File: config.mk
export PLATFORM = sky130hd
export DESIGN_NAME = gradient_stop_color_sampler
export DESIGN_NICKNAME = d
export VERILOG_FILES = /design/src/rtl/core/gsc_pkg.sv /design/src/rtl/core/gsc_table.sv /design/src/rtl/core/gsc_div.sv /design/src/rtl/core/gsc_lerp.sv /design/src/rtl/core/gradient_stop_color_sampler.sv
export SDC_FILE = /design/constraint.sdc
export NUM_CORES = 2
export LEC_CHECK = 0
export ABC_CLOCK_PERIOD_IN_PS = 10450
export CAP_MARGIN = 20
export CORE_MARGIN = 2
export CORE_UTILIZATION = 60
export CTS_CLUSTER_SIZE = 24
export DETAILED_ROUTE_END_ITERATION = 16
export DONT_BUFFER_PORTS = 1
export PLACE_DENSITY = 0.76
export SYNTH_ARGS = -nofsm -noshare
export SYNTH_HDL_FRONTEND = slang
export SYNTH_HIERARCHICAL = 1
export SYNTH_SLANG_ARGS = --single-unit
File: constraint.sdc
create_clock -name clk -period 10.45 [get_ports clk]
set_clock_uncertainty 0.1 [all_clocks]
set_input_delay 0 -clock clk [delete_from_list [all_inputs] [get_ports clk]]
set_output_delay 0 -clock clk [all_outputs]
set_load 0.02 [all_outputs]
File: src/rtl/core/gsc_pkg.sv
// Shared types, constants and helper functions for the gradient stop color sampler.
// Depends on nothing; every other file of the block refers to it by scoped names.
package gsc_pkg;

    localparam int MAX_STOPS     = 16;
    localparam int POSITION_BITS = 16;
    localparam int FRAC_BITS     = 16;
    localparam int CNT_W         = $clog2(MAX_STOPS + 1);
    localparam int IDX_W         = $clog2(MAX_STOPS);
    localparam int DIV_STEP_W    = $clog2(FRAC_BITS);
    localparam int COLOR_W       = 32;

    localparam logic [1:0] CMD_CLEAR  = 2'd0;
    localparam logic [1:0] CMD_INSERT = 2'd1;
    localparam logic [1:0] CMD_SAMPLE = 2'd2;

    typedef logic [POSITION_BITS-1:0] pos_t;
    typedef logic [COLOR_W-1:0]       color_t;
    typedef logic [FRAC_BITS:0]       frac_t;

    typedef struct packed {
        logic start;
        pos_t num;
        pos_t den;
    } div_req_t;

    typedef struct packed {
        logic   start;
        color_t color_a;
        color_t color_b;
        frac_t  frac;
    } lerp_req_t;

    // Fits the 16-bit port value to the stored position width.
    function automatic pos_t fit_position(input logic [15:0] value);
        logic [POSITION_BITS+15:0] wide;
        wide = {{POSITION_BITS{1'b0}}, value};
        return wide[POSITION_BITS-1:0];
    endfunction

endpackage

File: src/rtl/core/gsc_table.sv
// Stop table storage: one write port and one registered read port into the sorted stop list.
// Depends on gsc_pkg for widths and types.
module gsc_table (
    input  logic                     clk,
    input  logic                     wr_en,
    input  logic [gsc_pkg::IDX_W-1:0] wr_addr,
    input  gsc_pkg::pos_t            wr_pos,
    input  gsc_pkg::color_t          wr_color,
    input  logic [gsc_pkg::IDX_W-1:0] rd_addr,
    output gsc_pkg::pos_t            rd_pos,
    output gsc_pkg::color_t          rd_color
);

    gsc_pkg::pos_t   pos_reg   [gsc_pkg::MAX_STOPS];
    gsc_pkg::color_t color_reg [gsc_pkg::MAX_STOPS];
    gsc_pkg::pos_t   rd_pos_reg;
    gsc_pkg::color_t rd_color_reg;

    // The read data is registered and appears in the cycle after the address; a read of an
    // entry that is written at the same edge returns the old contents.
    always_ff @(posedge clk)
    begin
        if (wr_en)
        begin
            pos_reg[wr_addr]   <= wr_pos;
            color_reg[wr_addr] <= wr_color;
        end
        rd_pos_reg   <= pos_reg[rd_addr];
        rd_color_reg <= color_reg[rd_addr];
    end

    assign rd_pos   = rd_pos_reg;
    assign rd_color = rd_color_reg;

endmodule

File: src/rtl/core/gsc_div.sv
// Restoring divider that forms the segment fraction (num << 16) / den one bit a cycle.
// Depends on gsc_pkg for widths and the request struct.
module gsc_div (
    input  logic              clk,
    input  logic              rst_n,
    input  gsc_pkg::div_req_t req,
    output gsc_pkg::frac_t    quot,
    output logic              done
);

    gsc_pkg::pos_t                     rem_reg;
    gsc_pkg::pos_t                     den_reg;
    logic [gsc_pkg::FRAC_BITS-1:0]     quot_reg;
    logic [gsc_pkg::DIV_STEP_W-1:0]    step_reg;
    logic                              full_reg;
    logic                              busy_reg;
    logic                              done_reg;
    logic [gsc_pkg::POSITION_BITS:0]   rem_shift;
    logic [gsc_pkg::POSITION_BITS:0]   rem_diff;
    logic                              fits;

    always_comb
    begin
        rem_shift = {rem_reg, 1'b0};
        rem_diff  = rem_shift - {1'b0, den_reg};
        fits      = rem_shift >= {1'b0, den_reg};
    end

    always_ff @(posedge clk or negedge rst_n)
    begin
        if (!rst_n)
        begin
            busy_reg <= 1'b0;
            done_reg <= 1'b0;
        end
        else
        begin
            done_reg <= 1'b0;
            if (req.start)
            begin
                busy_reg <= 1'b1;
            end
            else if (busy_reg && step_reg == gsc_pkg::DIV_STEP_W'(gsc_pkg::FRAC_BITS - 1))
            begin
                busy_reg <= 1'b0;
                done_reg <= 1'b1;
            end
        end
    end

    always_ff @(posedge clk)
    begin
        if (req.start)
        begin
            rem_reg  <= req.num;
            den_reg  <= req.den;
            full_reg <= req.num >= req.den;
            quot_reg <= '0;
            step_reg <= '0;
        end
        else if (busy_reg)
        begin
            if (fits)
            begin
                rem_reg <= rem_diff[gsc_pkg::POSITION_BITS-1:0];
            end
            else
            begin
                rem_reg <= rem_shift[gsc_pkg::POSITION_BITS-1:0];
            end
            quot_reg <= {quot_reg[gsc_pkg::FRAC_BITS-2:0], fits};
            step_reg <= step_reg + 1'b1;
        end
    end

    // When the distance reaches the whole segment the fraction is exactly one.
    assign quot = full_reg ? gsc_pkg::frac_t'(1) << gsc_pkg::FRAC_BITS : {1'b0, quot_reg};
    assign done = done_reg;

endmodule

File: src/rtl/core/gsc_lerp.sv
// Channel-serial color interpolator with one shared signed multiplier.
// Depends on gsc_pkg for widths and the request struct.
module gsc_lerp (
    input  logic               clk,
    input  logic               rst_n,
    input  gsc_pkg::lerp_req_t req,
    output gsc_pkg::color_t    color,
    output logic               done
);

    gsc_pkg::color_t color_a_reg;
    gsc_pkg::color_t color_b_reg;
    gsc_pkg::frac_t  frac_reg;
    gsc_pkg::color_t result_reg;
    logic [1:0]      chan_reg;
    logic            phase_reg;
    logic            busy_reg;
    logic            done_reg;
    logic signed [26:0] prod_reg;

    logic [7:0]         chan_a;
    logic [7:0]         chan_b;
    logic signed [8:0]  diff;
    logic signed [26:0] prod_next;
    logic [26:0]        sum;

    // Channel a * (1 - f) + b * f is rewritten as a + (b - a) * f.
    always_comb
    begin
        chan_a    = color_a_reg[{chan_reg, 3'b000} +: 8];
        chan_b    = color_b_reg[{chan_reg, 3'b000} +: 8];
        diff      = $signed({1'b0, chan_b}) - $signed({1'b0, chan_a});
        prod_next = 27'(diff) * 27'($signed({1'b0, frac_reg}));
        sum       = {3'b000, chan_a, 16'h8000} + prod_reg;
    end

    always_ff @(posedge clk or negedge rst_n)
    begin
        if (!rst_n)
        begin
            busy_reg  <= 1'b0;
            done_reg  <= 1'b0;
            chan_reg  <= '0;
            phase_reg <= 1'b0;
        end
        else
        begin
            done_reg <= 1'b0;
            if (req.start)
            begin
                busy_reg  <= 1'b1;
                chan_reg  <= '0;
                phase_reg <= 1'b0;
            end
            else if (busy_reg)
            begin
                phase_reg <= ~phase_reg;
                if (phase_reg)
                begin
                    chan_reg <= chan_reg + 1'b1;
                    if (chan_reg == 2'd3)
                    begin
                        busy_reg <= 1'b0;
                        done_reg <= 1'b1;
                    end
                end
            end
        end
    end

    always_ff @(posedge clk)
    begin
        if (req.start)
        begin
            color_a_reg <= req.color_a;
            color_b_reg <= req.color_b;
            frac_reg    <= req.frac;
        end
        else if (busy_reg)
        begin
            if (!phase_reg)
            begin
                prod_reg <= prod_next;
            end
            else
            begin
                result_reg[{chan_reg, 3'b000} +: 8] <= sum[23:16];
            end
        end
    end

    assign color = result_reg;
    assign done  = done_reg;

endmodule

File: src/rtl/core/gradient_stop_color_sampler.sv
// Top level of the gradient stop color sampler: command sequencer and result register.
// Depends on gsc_pkg, gsc_table, gsc_div and gsc_lerp.
//
//  Channel  | Valid      | Stall      | Payload
//  ---------+------------+------------+----------------------------------------------
//  command  | cmd_valid  | cmd_stall  | cmd, position, red, green, blue, alpha
//  result   | res_valid  | res_stall  | out_red, out_green, out_blue, out_alpha,
//           |            |            | out_overflow
//
// A clear only resets the stop count. An insert moves each larger stop up one slot, then
// writes the new one; the sorted insertion walks the table one entry a cycle.
// A sample scans the table one stop a cycle; if the position lies between two stops, the
// serial divider then holds the sequencer for the fraction and the shared multiplier for
// the four channels, and the result goes to the output register. The command channel
// stalls while a transaction is in progress. A finished result sits in the output register
// until it is taken, and the next command is accepted meanwhile. Reset clears the stop
// count and the overflow flag.
module gradient_stop_color_sampler (
    input  logic        clk,
    input  logic        rst_n,
    input  logic        cmd_valid,
    output logic        cmd_stall,
    input  logic [1:0]  cmd,
    input  logic [15:0] position,
    input  logic [7:0]  red,
    input  logic [7:0]  green,
    input  logic [7:0]  blue,
    input  logic [7:0]  alpha,
    output logic        res_valid,
    input  logic        res_stall,
    output logic [7:0]  out_red,
    output logic [7:0]  out_green,
    output logic [7:0]  out_blue,
    output logic [7:0]  out_alpha,
    output logic        out_overflow
);

    localparam logic [2:0] ST_IDLE = 3'd0;
    localparam logic [2:0] ST_INS  = 3'd1;
    localparam logic [2:0] ST_SCAN = 3'd2;
    localparam logic [2:0] ST_DIV  = 3'd3;
    localparam logic [2:0] ST_LERP = 3'd4;
    localparam logic [2:0] ST_DONE = 3'd5;

    logic [2:0]                 state_reg, state_next;
    logic [gsc_pkg::CNT_W-1:0]  count_reg, count_next;
    logic                       overflow_reg, overflow_next;
    logic [gsc_pkg::CNT_W-1:0]  walk_reg, walk_next;
    gsc_pkg::pos_t              t_reg, t_next;
    gsc_pkg::color_t            new_color_reg, new_color_next;
    gsc_pkg::pos_t              prev_pos_reg, prev_pos_next;
    gsc_pkg::color_t            prev_color_reg, prev_color_next;
    gsc_pkg::color_t            cur_color_reg, cur_color_next;
    gsc_pkg::color_t            result_reg, result_next;
    logic                       res_valid_reg, res_valid_next;
    gsc_pkg::color_t            res_color_reg, res_color_next;
    logic                       res_overflow_reg, res_overflow_next;

    logic                       tbl_wr_en;
    logic [gsc_pkg::IDX_W-1:0]  tbl_wr_addr;
    gsc_pkg::pos_t              tbl_wr_pos;
    gsc_pkg::color_t            tbl_wr_color;
    logic [gsc_pkg::CNT_W-1:0]  walk_less;
    logic [gsc_pkg::CNT_W-1:0]  ahead_less;
    logic [gsc_pkg::IDX_W-1:0]  tbl_rd_addr;
    gsc_pkg::pos_t              tbl_rd_pos;
    gsc_pkg::color_t            tbl_rd_color;

    gsc_pkg::div_req_t          div_req;
    gsc_pkg::frac_t             div_quot;
    logic                       div_done;
    gsc_pkg::lerp_req_t         lerp_req;
    gsc_pkg::color_t            lerp_color;
    logic                       lerp_done;

    logic                       cmd_take;
    logic                       res_take;

    gsc_table u_table (
        .clk      (clk),
        .wr_en    (tbl_wr_en),
        .wr_addr  (tbl_wr_addr),
        .wr_pos   (tbl_wr_pos),
        .wr_color (tbl_wr_color),
        .rd_addr  (tbl_rd_addr),
        .rd_pos   (tbl_rd_pos),
        .rd_color (tbl_rd_color)
    );

    gsc_div u_div (
        .clk   (clk),
        .rst_n (rst_n),
        .req   (div_req),
        .quot  (div_quot),
        .done  (div_done)
    );

    gsc_lerp u_lerp (
        .clk   (clk),
        .rst_n (rst_n),
        .req   (lerp_req),
        .color (lerp_color),
        .done  (lerp_done)
    );

    assign cmd_stall = state_reg != ST_IDLE;
    assign cmd_take  = cmd_valid && !cmd_stall;
    assign res_take  = res_valid_reg && !res_stall;

    // The table read is registered, so its address is formed from the next walk pointer.
    // During an insert the walk pointer names the free slot and the read data holds the
    // entry just below it; during a sample the read data is the scanned entry.
    assign walk_less   = walk_reg - 1'b1;
    assign ahead_less  = walk_next - 1'b1;
    assign tbl_rd_addr = (state_next == ST_INS) ? ahead_less[gsc_pkg::IDX_W-1:0]
                                                : walk_next[gsc_pkg::IDX_W-1:0];

    always_comb
    begin
        state_next        = state_reg;
        count_next        = count_reg;
        overflow_next     = overflow_reg;
        walk_next         = walk_reg;
        t_next            = t_reg;
        new_color_next    = new_color_reg;
        prev_pos_next     = prev_pos_reg;
        prev_color_next   = prev_color_reg;
        cur_color_next    = cur_color_reg;
        result_next       = result_reg;
        res_valid_next    = res_valid_reg && !res_take;
        res_color_next    = res_color_reg;
        res_overflow_next = res_overflow_reg;

        tbl_wr_en    = 1'b0;
        tbl_wr_addr  = walk_reg[gsc_pkg::IDX_W-1:0];
        tbl_wr_pos   = t_reg;
        tbl_wr_color = new_color_reg;

        div_req.start = 1'b0;
        div_req.num   = t_reg - prev_pos_reg;
        div_req.den   = tbl_rd_pos - prev_pos_reg;

        lerp_req.start   = 1'b0;
        lerp_req.color_a = prev_color_reg;
        lerp_req.color_b = cur_color_reg;
        lerp_req.frac    = div_quot;

        unique case (state_reg)
            ST_IDLE:
            begin
                if (cmd_take)
                begin
                    t_next         = gsc_pkg::fit_position(position);
                    new_color_next = {red, green, blue, alpha};
                    case (cmd)
                        gsc_pkg::CMD_CLEAR:
                        begin
                            count_next = '0;
                        end
                        gsc_pkg::CMD_INSERT:
                        begin
                            if (count_reg == gsc_pkg::CNT_W'(gsc_pkg::MAX_STOPS))
                            begin
                                overflow_next = 1'b1;
                            end
                            else
                            begin
                                walk_next  = count_reg;
                                state_next = ST_INS;
                            end
                        end
                        gsc_pkg::CMD_SAMPLE:
                        begin
                            if (count_reg == '0)
                            begin
                                result_next = '0;
                                state_next  = ST_DONE;
                            end
                            else
                            begin
                                walk_next  = '0;
                                state_next = ST_SCAN;
                            end
                        end
                        default:
                        begin
                        end
                    endcase
                end
            end

            ST_INS:
            begin
                tbl_wr_en = 1'b1;
                if (walk_reg != '0 && tbl_rd_pos > t_reg)
                begin
                    // Move the larger stop up one slot and keep walking down.
                    tbl_wr_pos   = tbl_rd_pos;
                    tbl_wr_color = tbl_rd_color;
                    walk_next    = walk_less;
                end
                else
                begin
                    count_next = count_reg + 1'b1;
                    state_next = ST_IDLE;
                end
            end

            ST_SCAN:
            begin
                if (walk_reg == count_reg)
                begin
                    // Past the last stop: return the last color.
                    result_next = prev_color_reg;
                    state_next  = ST_DONE;
                end
                else if (walk_reg == '0)
                begin
                    if (count_reg == gsc_pkg::CNT_W'(1) || t_reg <= tbl_rd_pos)
                    begin
                        result_next = tbl_rd_color;
                        state_next  = ST_DONE;
                    end
                    else
                    begin
                        prev_pos_next   = tbl_rd_pos;
                        prev_color_next = tbl_rd_color;
                        walk_next       = walk_reg + 1'b1;
                    end
                end
                else if (t_reg <= tbl_rd_pos)
                begin
                    cur_color_next = tbl_rd_color;
                    div_req.start  = 1'b1;
                    state_next     = ST_DIV;
                end
                else
                begin
                    prev_pos_next   = tbl_rd_pos;
                    prev_color_next = tbl_rd_color;
                    walk_next       = walk_reg + 1'b1;
                end
            end

            ST_DIV:
            begin
                if (div_done)
                begin
                    lerp_req.start = 1'b1;
                    state_next     = ST_LERP;
                end
            end

            ST_LERP:
            begin
                if (lerp_done)
                begin
                    result_next = lerp_color;
                    state_next  = ST_DONE;
                end
            end

            ST_DONE:
            begin
                if (!res_valid_reg || res_take)
                begin
                    res_valid_next    = 1'b1;
                    res_color_next    = result_reg;
                    res_overflow_next = overflow_reg;
                    state_next        = ST_IDLE;
                end
            end

            default:
            begin
                state_next = ST_IDLE;
            end
        endcase
    end

    always_ff @(posedge clk or negedge rst_n)
    begin
        if (!rst_n)
        begin
            state_reg     <= ST_IDLE;
            count_reg     <= '0;
            overflow_reg  <= 1'b0;
            res_valid_reg <= 1'b0;
            walk_reg      <= '0;
        end
        else
        begin
            state_reg     <= state_next;
            count_reg     <= count_next;
            overflow_reg  <= overflow_next;
            res_valid_reg <= res_valid_next;
            walk_reg      <= walk_next;
        end
    end

    always_ff @(posedge clk)
    begin
        t_reg            <= t_next;
        new_color_reg    <= new_color_next;
        prev_pos_reg     <= prev_pos_next;
        prev_color_reg   <= prev_color_next;
        cur_color_reg    <= cur_color_next;
        result_reg       <= result_next;
        res_color_reg    <= res_color_next;
        res_overflow_reg <= res_overflow_next;
    end

    assign res_valid    = res_valid_reg;
    assign out_red      = res_color_reg[31:24];
    assign out_green    = res_color_reg[23:16];
    assign out_blue     = res_color_reg[15:8];
    assign out_alpha    = res_color_reg[7:0];
    assign out_overflow = res_overflow_reg;

endmodule

**After elaboration in Yosys (flattened, before gate mapping)**

Memories as Yosys holds them, arrays and structs flattened. A register that Yosys moved wholly into a read port is not among the register bits.
Index checks and enable logic that the tools add are counted.

- Add/subtract/negate cells: 12
- Multiply operators: 1
- Order comparisons: 4
- Equal/unequal tests: 23
- Shifts and indexed selects: 4
- Multiplexer cells: 79
- Bitwise gates (word level): 4
- Reduce and logical (&&, ||, !) cells: 33

Operators with widths:

| cell | number |
|---|---|
| two-way mux 32 bit | 12 |
| two-way mux 16 bit | 8 |
| case mux 32 bit (3 select lines) | 1 |
| variable part select 32 x 6 -> 8 bit | 2 |
| two-way mux 5 bit | 11 |
| subtractor 16 bit | 3 |
| two-way mux 3 bit | 11 |
| bitwise mux 32 bit | 1 |
| variable shift 8 x 7 -> 32 bit (first input constant) | 1 |
| variable part select 8 x 7 -> 32 bit | 1 |
| two-way mux 1 bit | 25 |
| adder 24 bit | 1 |
| multiplier 9 x 18 -> 24 bit | 1 |
| case mux 5 bit (2 select lines) | 2 |
| case mux 3 bit (6 select lines) | 1 |
| greater-or-equal comparator 17 x 16 -> 1 bit | 1 |
| two-way mux 17 bit | 1 |
| greater-or-equal comparator 16 bit | 1 |
| > comparator 16 bit | 1 |
| less-or-equal comparator 16 bit | 1 |
| AND reduction 4 bit | 4 |
| case mux 5 bit (3 select lines) | 1 |
| adder 5 x 1 -> 5 bit (second input constant) | 2 |
| zero test 5 bit | 2 |
| other kinds (33) | 65 |

- Bits in registers: 405
- Bits in writable memories: 768
- Bits of input ports: 54
- Output and inout bits: 35
- Word-level logic and storage cells: 192
- Memories kept: 2

Memories:

| memory | depth | width | read ports | clocked after memory_dff | wr ports | RTL line | RTL |
|---|---|---|---|---|---|---|---|
| u_table.color_reg | 16 | 32 | 1 | 1 | 1 | gsc_table.sv:15 | `gsc_pkg::color_t color_reg [gsc_pkg::MAX_STOPS];` |
| u_table.pos_reg | 16 | 16 | 1 | 1 | 1 | gsc_table.sv:14 | `gsc_pkg::pos_t pos_reg [gsc_pkg::MAX_STOPS];` |

**Longest topological paths before layout**

- Depth in word-level cells: 8
- Gate-level depth with buffers: 31
- Depth with buffers taken out: 28

**By module**

The synthesis kept the hierarchy.

By module, submodules not included:

| module | times used | cells an instance | area each (sq um) | sequential area each (sq um) |
|---|---|---|---|---|
| gsc_table | 1 | 1242 | 29691.0 | 24023.0 |
| gradient_stop_color_sampler | 1 | 812 | 10405.0 | 6170.9 |
| gsc_lerp | 1 | 744 | 9402.8 | 3788.6 |
| gsc_div | 1 | 398 | 3683.5 | 1441.4 |

**Worst setup path after synthesis**

OpenSTA, ideal clock, no wires.

- Kind: register -> register
- Start point: register u_lerp.chan_reg[0]
- End point: register u_lerp.prod_reg[23] (data pin)
- Setup time: 0.260 ns
- Data arrival time: 7.921 ns
- Required time: 10.090 ns
- Slack: 2.169 ns
- Stages on the path, launching flop included: 30
- Path buffers: 3
- Clock period less this slack: 8.281 ns
- Cell sequence: dfrtp_1 -> buf_2 -> buf_2 -> mux4_2 -> ha_1 -> fa_1 -> nand2b_1 -> a21boi_0 -> o211ai_1 -> nand3b_1 -> xor2_1 -> clkbuf_1 -> nand2_1 -> fa_1 -> fa_1 -> inv_1 -> fa_1 -> fa_1 -> inv_1 -> fa_1 -> inv_1 -> ha_1 -> nand4bb_1 -> or4_4 -> a211o_1 -> nand4_2 -> a31o_2 -> or3_1 -> a31oi_1 -> xnor2_1

- Word-level cells in the longest chain between the ends: 3
- Elaborated cells on any way between the ends: 4
- Classes of those cells: 1 x add/sub; 1 x mul; 2 x shift

Ends and longest elaborated chain:

| element | RTL line | RTL |
|---|---|---|
| from (decl) | gsc_lerp.sv:15 | `logic [1:0] chan_reg;` |
| from (signal assigned) | gsc_lerp.sv:60 | `chan_reg <= chan_reg + 1'b1;` |
| variable part select 32 x 6 -> 8 bit, on equally long branches | gsc_lerp.sv:31, gsc_lerp.sv:30 |  |
| subtractor 8 x 8 -> 9 bit * | gsc_lerp.sv:32 | `diff = $signed({1'b0, chan_b}) - $signed({1'b0, chan_a});` |
| multiplier 9 x 18 -> 24 bit * | gsc_lerp.sv:33 | `prod_next = 27'(diff) * 27'($signed({1'b0, frac_reg}));` |
| via u_lerp.prod_next[23] | gsc_lerp.sv:24 | `logic signed [26:0] prod_next;` |
| to (signal assigned) | gsc_lerp.sv:83 | `prod_reg <= prod_next;` |
| to (decl) | gsc_lerp.sv:19 | `logic signed [26:0] prod_reg;` |

The timed path passes the listed nets; every way through them passes the cells marked *.
A chain may end at the register's enable or synchronous reset.

**Final worst setup path**

- Start point: register u_lerp.chan_reg[1]
- End point: register u_lerp.prod_reg[23] (data pin)

The elaborated chain is that of the path after synthesis.

==> flow_metrics.env <==
export IMPL_clk_latency_ns=0.70
export IMPL_dpl_instance_area_um2=54700
export IMPL_ys_seq_area_share_pct=66.6
export IMPL_syn_cell_area_um2=53200
export IMPL_numCtsBuffers=115
export IMPL_routabilityCongestion=0.894
export IMPL_worstHoldPathCells=2
export IMPL_reg2reg_from="u_lerp/chan_reg[1]"
export IMPL_hold_class="in2reg"
export IMPL_io_buffers=0
export IMPL_rows=109
export IMPL_pin_count=89
export IMPL_synthDistinctLibCells=101
export IMPL_outcome="complete, no violations"
export IMPL_dp_hpwl_um=69000
export IMPL_yosys_register_bits=1206
export IMPL_fin_util_pct=67.9
export IMPL_grt_start_max_net_pins=193
export IMPL_drive_gt1_share_pct=16.4
export IMPL_netlist_top_cells_area="edfxtp_1 (63%), mux4_2 (8.8%), fa_1 (4.1%)"
export IMPL_nNetsFinal=3676
export IMPL_largest_reg_flops=512
export IMPL_routedWlPerCell_um=26.5
export IMPL_synth_edf_count=1116
export IMPL_ys_flop_type="edfxtp_1"
export IMPL_p_per_area_nw_per_um2=303
export IMPL_finalCritPeriodShare_pct=80.5
export IMPL_min_from="res_stall"
export IMPL_max_freq_ghz=0.119
export IMPL_cp_startpoint="u_lerp/chan_reg[1]"
export IMPL_whs_ns=0.0608
export IMPL_worst_slack_ns=2.04
export IMPL_vias=29179
export IMPL_first_pass_iters=7
export IMPL_path_clk_slew_ns=0.06
export IMPL_reg2reg_to="u_lerp/prod_reg[23]"
export IMPL_vias_per_cell=6.32
export IMPL_finalNonFillerCells=4620
export IMPL_fin_crit_ns=8.41
export IMPL_ys_warnings_count=6
export IMPL_ir_worst_vdd_mv=0.728
export IMPL_core_area_um2=88100
export IMPL_end_kind="register"
export IMPL_die_w_um=302
export IMPL_cts_root_buffer="clkbuf_16"
export IMPL_yosys_top_cells_count="edfxtp_1 (1116), mux4_2 (208), inv_1 (191), nand2_1 (187), ha_1 (160)"
export IMPL_die_h_um=302
export IMPL_yosysMostFrequentCell="edfxtp_1"
export IMPL_hold_viol=0
export IMPL_arrival_ns=8.74
export IMPL_route_detailed_drc=0
export IMPL_synthCells=3196
export IMPL_yosysTopAreaCell="edfxtp_1"
export IMPL_reg2reg_slack_ns=2.04
export IMPL_antenna_found_initial=3
export IMPL_syn_to_final_growth_pct=12.4
export IMPL_leakagePower_nw=21.1
export IMPL_cts_repair_resized=0
export IMPL_async_flop_share_pct=1.82
export IMPL_rsz0062_at_grt="false"
export IMPL_setup_viol=0
export IMPL_die_area_um2=91000
export IMPL_htree_levels=3
export IMPL_cts_tree="built"
export IMPL_stdcell_area_um2=59800
export IMPL_cts_sinks=1206
export IMPL_worst_pin_slew_ns=1.27
export IMPL_grt_overflow=0
export IMPL_reg2reg_depth=27
export IMPL_finalMaxSlewViolations=0
export IMPL_initial_core_util_pct=60.4
export IMPL_whs_endpoint="out_overflow"
export IMPL_antenna_left=0
export IMPL_grt_pass1_vias=30133
export IMPL_startpoint_type="register"
export IMPL_dpl_cell_count=4292
export IMPL_cts_buffer_depth=3
export IMPL_crit_type="reg2reg"
export IMPL_total_power_mw=18.1
export IMPL_path_max_fanout=20
export IMPL_grt_first_pass_wirelength_um=184000
export IMPL_first_iter_violations=3038
export IMPL_dp_slack_ns=2.13
export IMPL_cap_violations=0
export IMPL_syn_nets=3520
export IMPL_drt_total_wl_um=122000
export IMPL_tns_ns=0
export IMPL_grt_util_all_layers_pct=27.4
export IMPL_relSlewSlack_pct=13.9
export IMPL_crit_required_ns=10.78
export IMPL_synth_avg_cell_area_um2=16.6
export IMPL_yosysTopAreaCellShare_pct=63.0
where the power goes:
part | internal (mW) | total, mW | leakage [nW] | switching (mW)
registers | 6.23 | 6.70 | 11.0 | 0.475
logic | 3.12 | 7.11 | 8.15 | 3.99
clock network | 2.51 | 4.33 | 1.91 | 1.81
cell families after synthesis:
family	after synthesis	synth area share [%]
flip-flops	1206	66.6
AND/OR/NAND/NOR	646	6.23
AO/OA/AOI/OAI	373	4.76
buffers and inverters	319	2.52
multiplexers	302	10.7
adder cells (fa/ha/maj)	270	7.90
XOR/XNOR	80	1.32
final cells by class:
class                   count  area [um2]
diodes                      2        5.00
flip-flops and latches   1206       35400
inverters                 192         721
clock inverters            77         881
well taps                1165        1460
fillers                  5630       28300
multi-input cells        1671       16600
repair buffers            166        1590
clock buffers             141        3070
critical path, cell delays in order, from the launching register on:
cell	delay (ns)
dfrtp_1	0.85
mux4_2	0.48
ha_1	0.25
fa_1	0.48
nand2b_1	0.17
a21boi_0	0.30
o211ai_1	0.16
nand3b_1	0.12
xor2_1	0.16
buf_4	0.24
nand2_1	0.11
fa_1	0.52
fa_1	0.54
inv_1	0.05
fa_1	0.51
fa_1	0.56
inv_1	0.06
fa_1	0.53
inv_1	0.04
ha_1	0.28
nand4bb_1	0.10
or4_4	0.54
a211o_1	0.33
nand4_2	0.11
a31o_2	0.18
or3_1	0.13
a31oi_1	0.10
xnor2_1	0.14
how the worst max path moves through the flow:
| stage | slack (ns) | end | cells after the start |
|---|---|---|---|
| after floorplan | 2.17 | u_lerp/prod_reg[23] | 29 |
| after global placement | 2.22 | u_lerp/prod_reg[23] | 27 |
| after detailed placement | 2.13 | u_lerp/prod_reg[23] | 27 |
| after CTS | 2.10 | u_lerp/prod_reg[23] | 27 |
| after global routing | 1.66 | u_lerp/prod_reg[23] | 27 |
| final | 2.04 | u_lerp/prod_reg[23] | 27 |
placed cells by master (no fill, tap or decap), types with 20 or more instances in the layout:
| master | Yosys | final |
|---|---|---|
| ha_1 | 160 | 160 |
| edfxtp_1 | 1116 | 1116 |
| nor2_1 | 149 | 135 |
| and2_1 | 82 | 80 |
| o21ai_0 | 79 | 79 |
| nand3_1 | 27 | 27 |
| inv_1 | 191 | 191 |
| a21oi_1 | 74 | 73 |
| mux4_2 | 208 | 208 |
| dfrtp_1 | 22 | 22 |
| xnor2_1 | 53 | 52 |
| clkinv_2 | 0 | 25 |
| buf_4 | 20 | 56 |
| a21o_1 | 22 | 22 |
| clkbuf_16 | 0 | 117 |
| nor2b_1 | 40 | 38 |
| mux2i_1 | 61 | 60 |
| dfxtp_1 | 68 | 68 |
| mux2_2 | 33 | 33 |
| nand2b_1 | 44 | 44 |
| dlygate4sd3_1 | 0 | 104 |
| fa_1 | 110 | 110 |
| xor2_1 | 27 | 26 |
| nor3_1 | 24 | 20 |
| nand2_1 | 187 | 187 |
| a22oi_1 | 96 | 96 |
layer usage:
layer / up-vias / part of all wire (%) / global-route usage [%]
li1: 12472 / - / -
met1: 15032 / 39 / 37.4
met2: 1426 / 50 / 45.9
met3: 247 / 8.8 / 4.44
met4: 2 / 2.9 / 8.58
met5: - / 0.0090 / 0
timing repair:
item                                   in CTS  in global routing
endpoints found under the hold margin     122                  0
buffers inserted                            0                  0
hold buffers                              106                  0
Note: power is estimated with default switching activity, not from simulation.
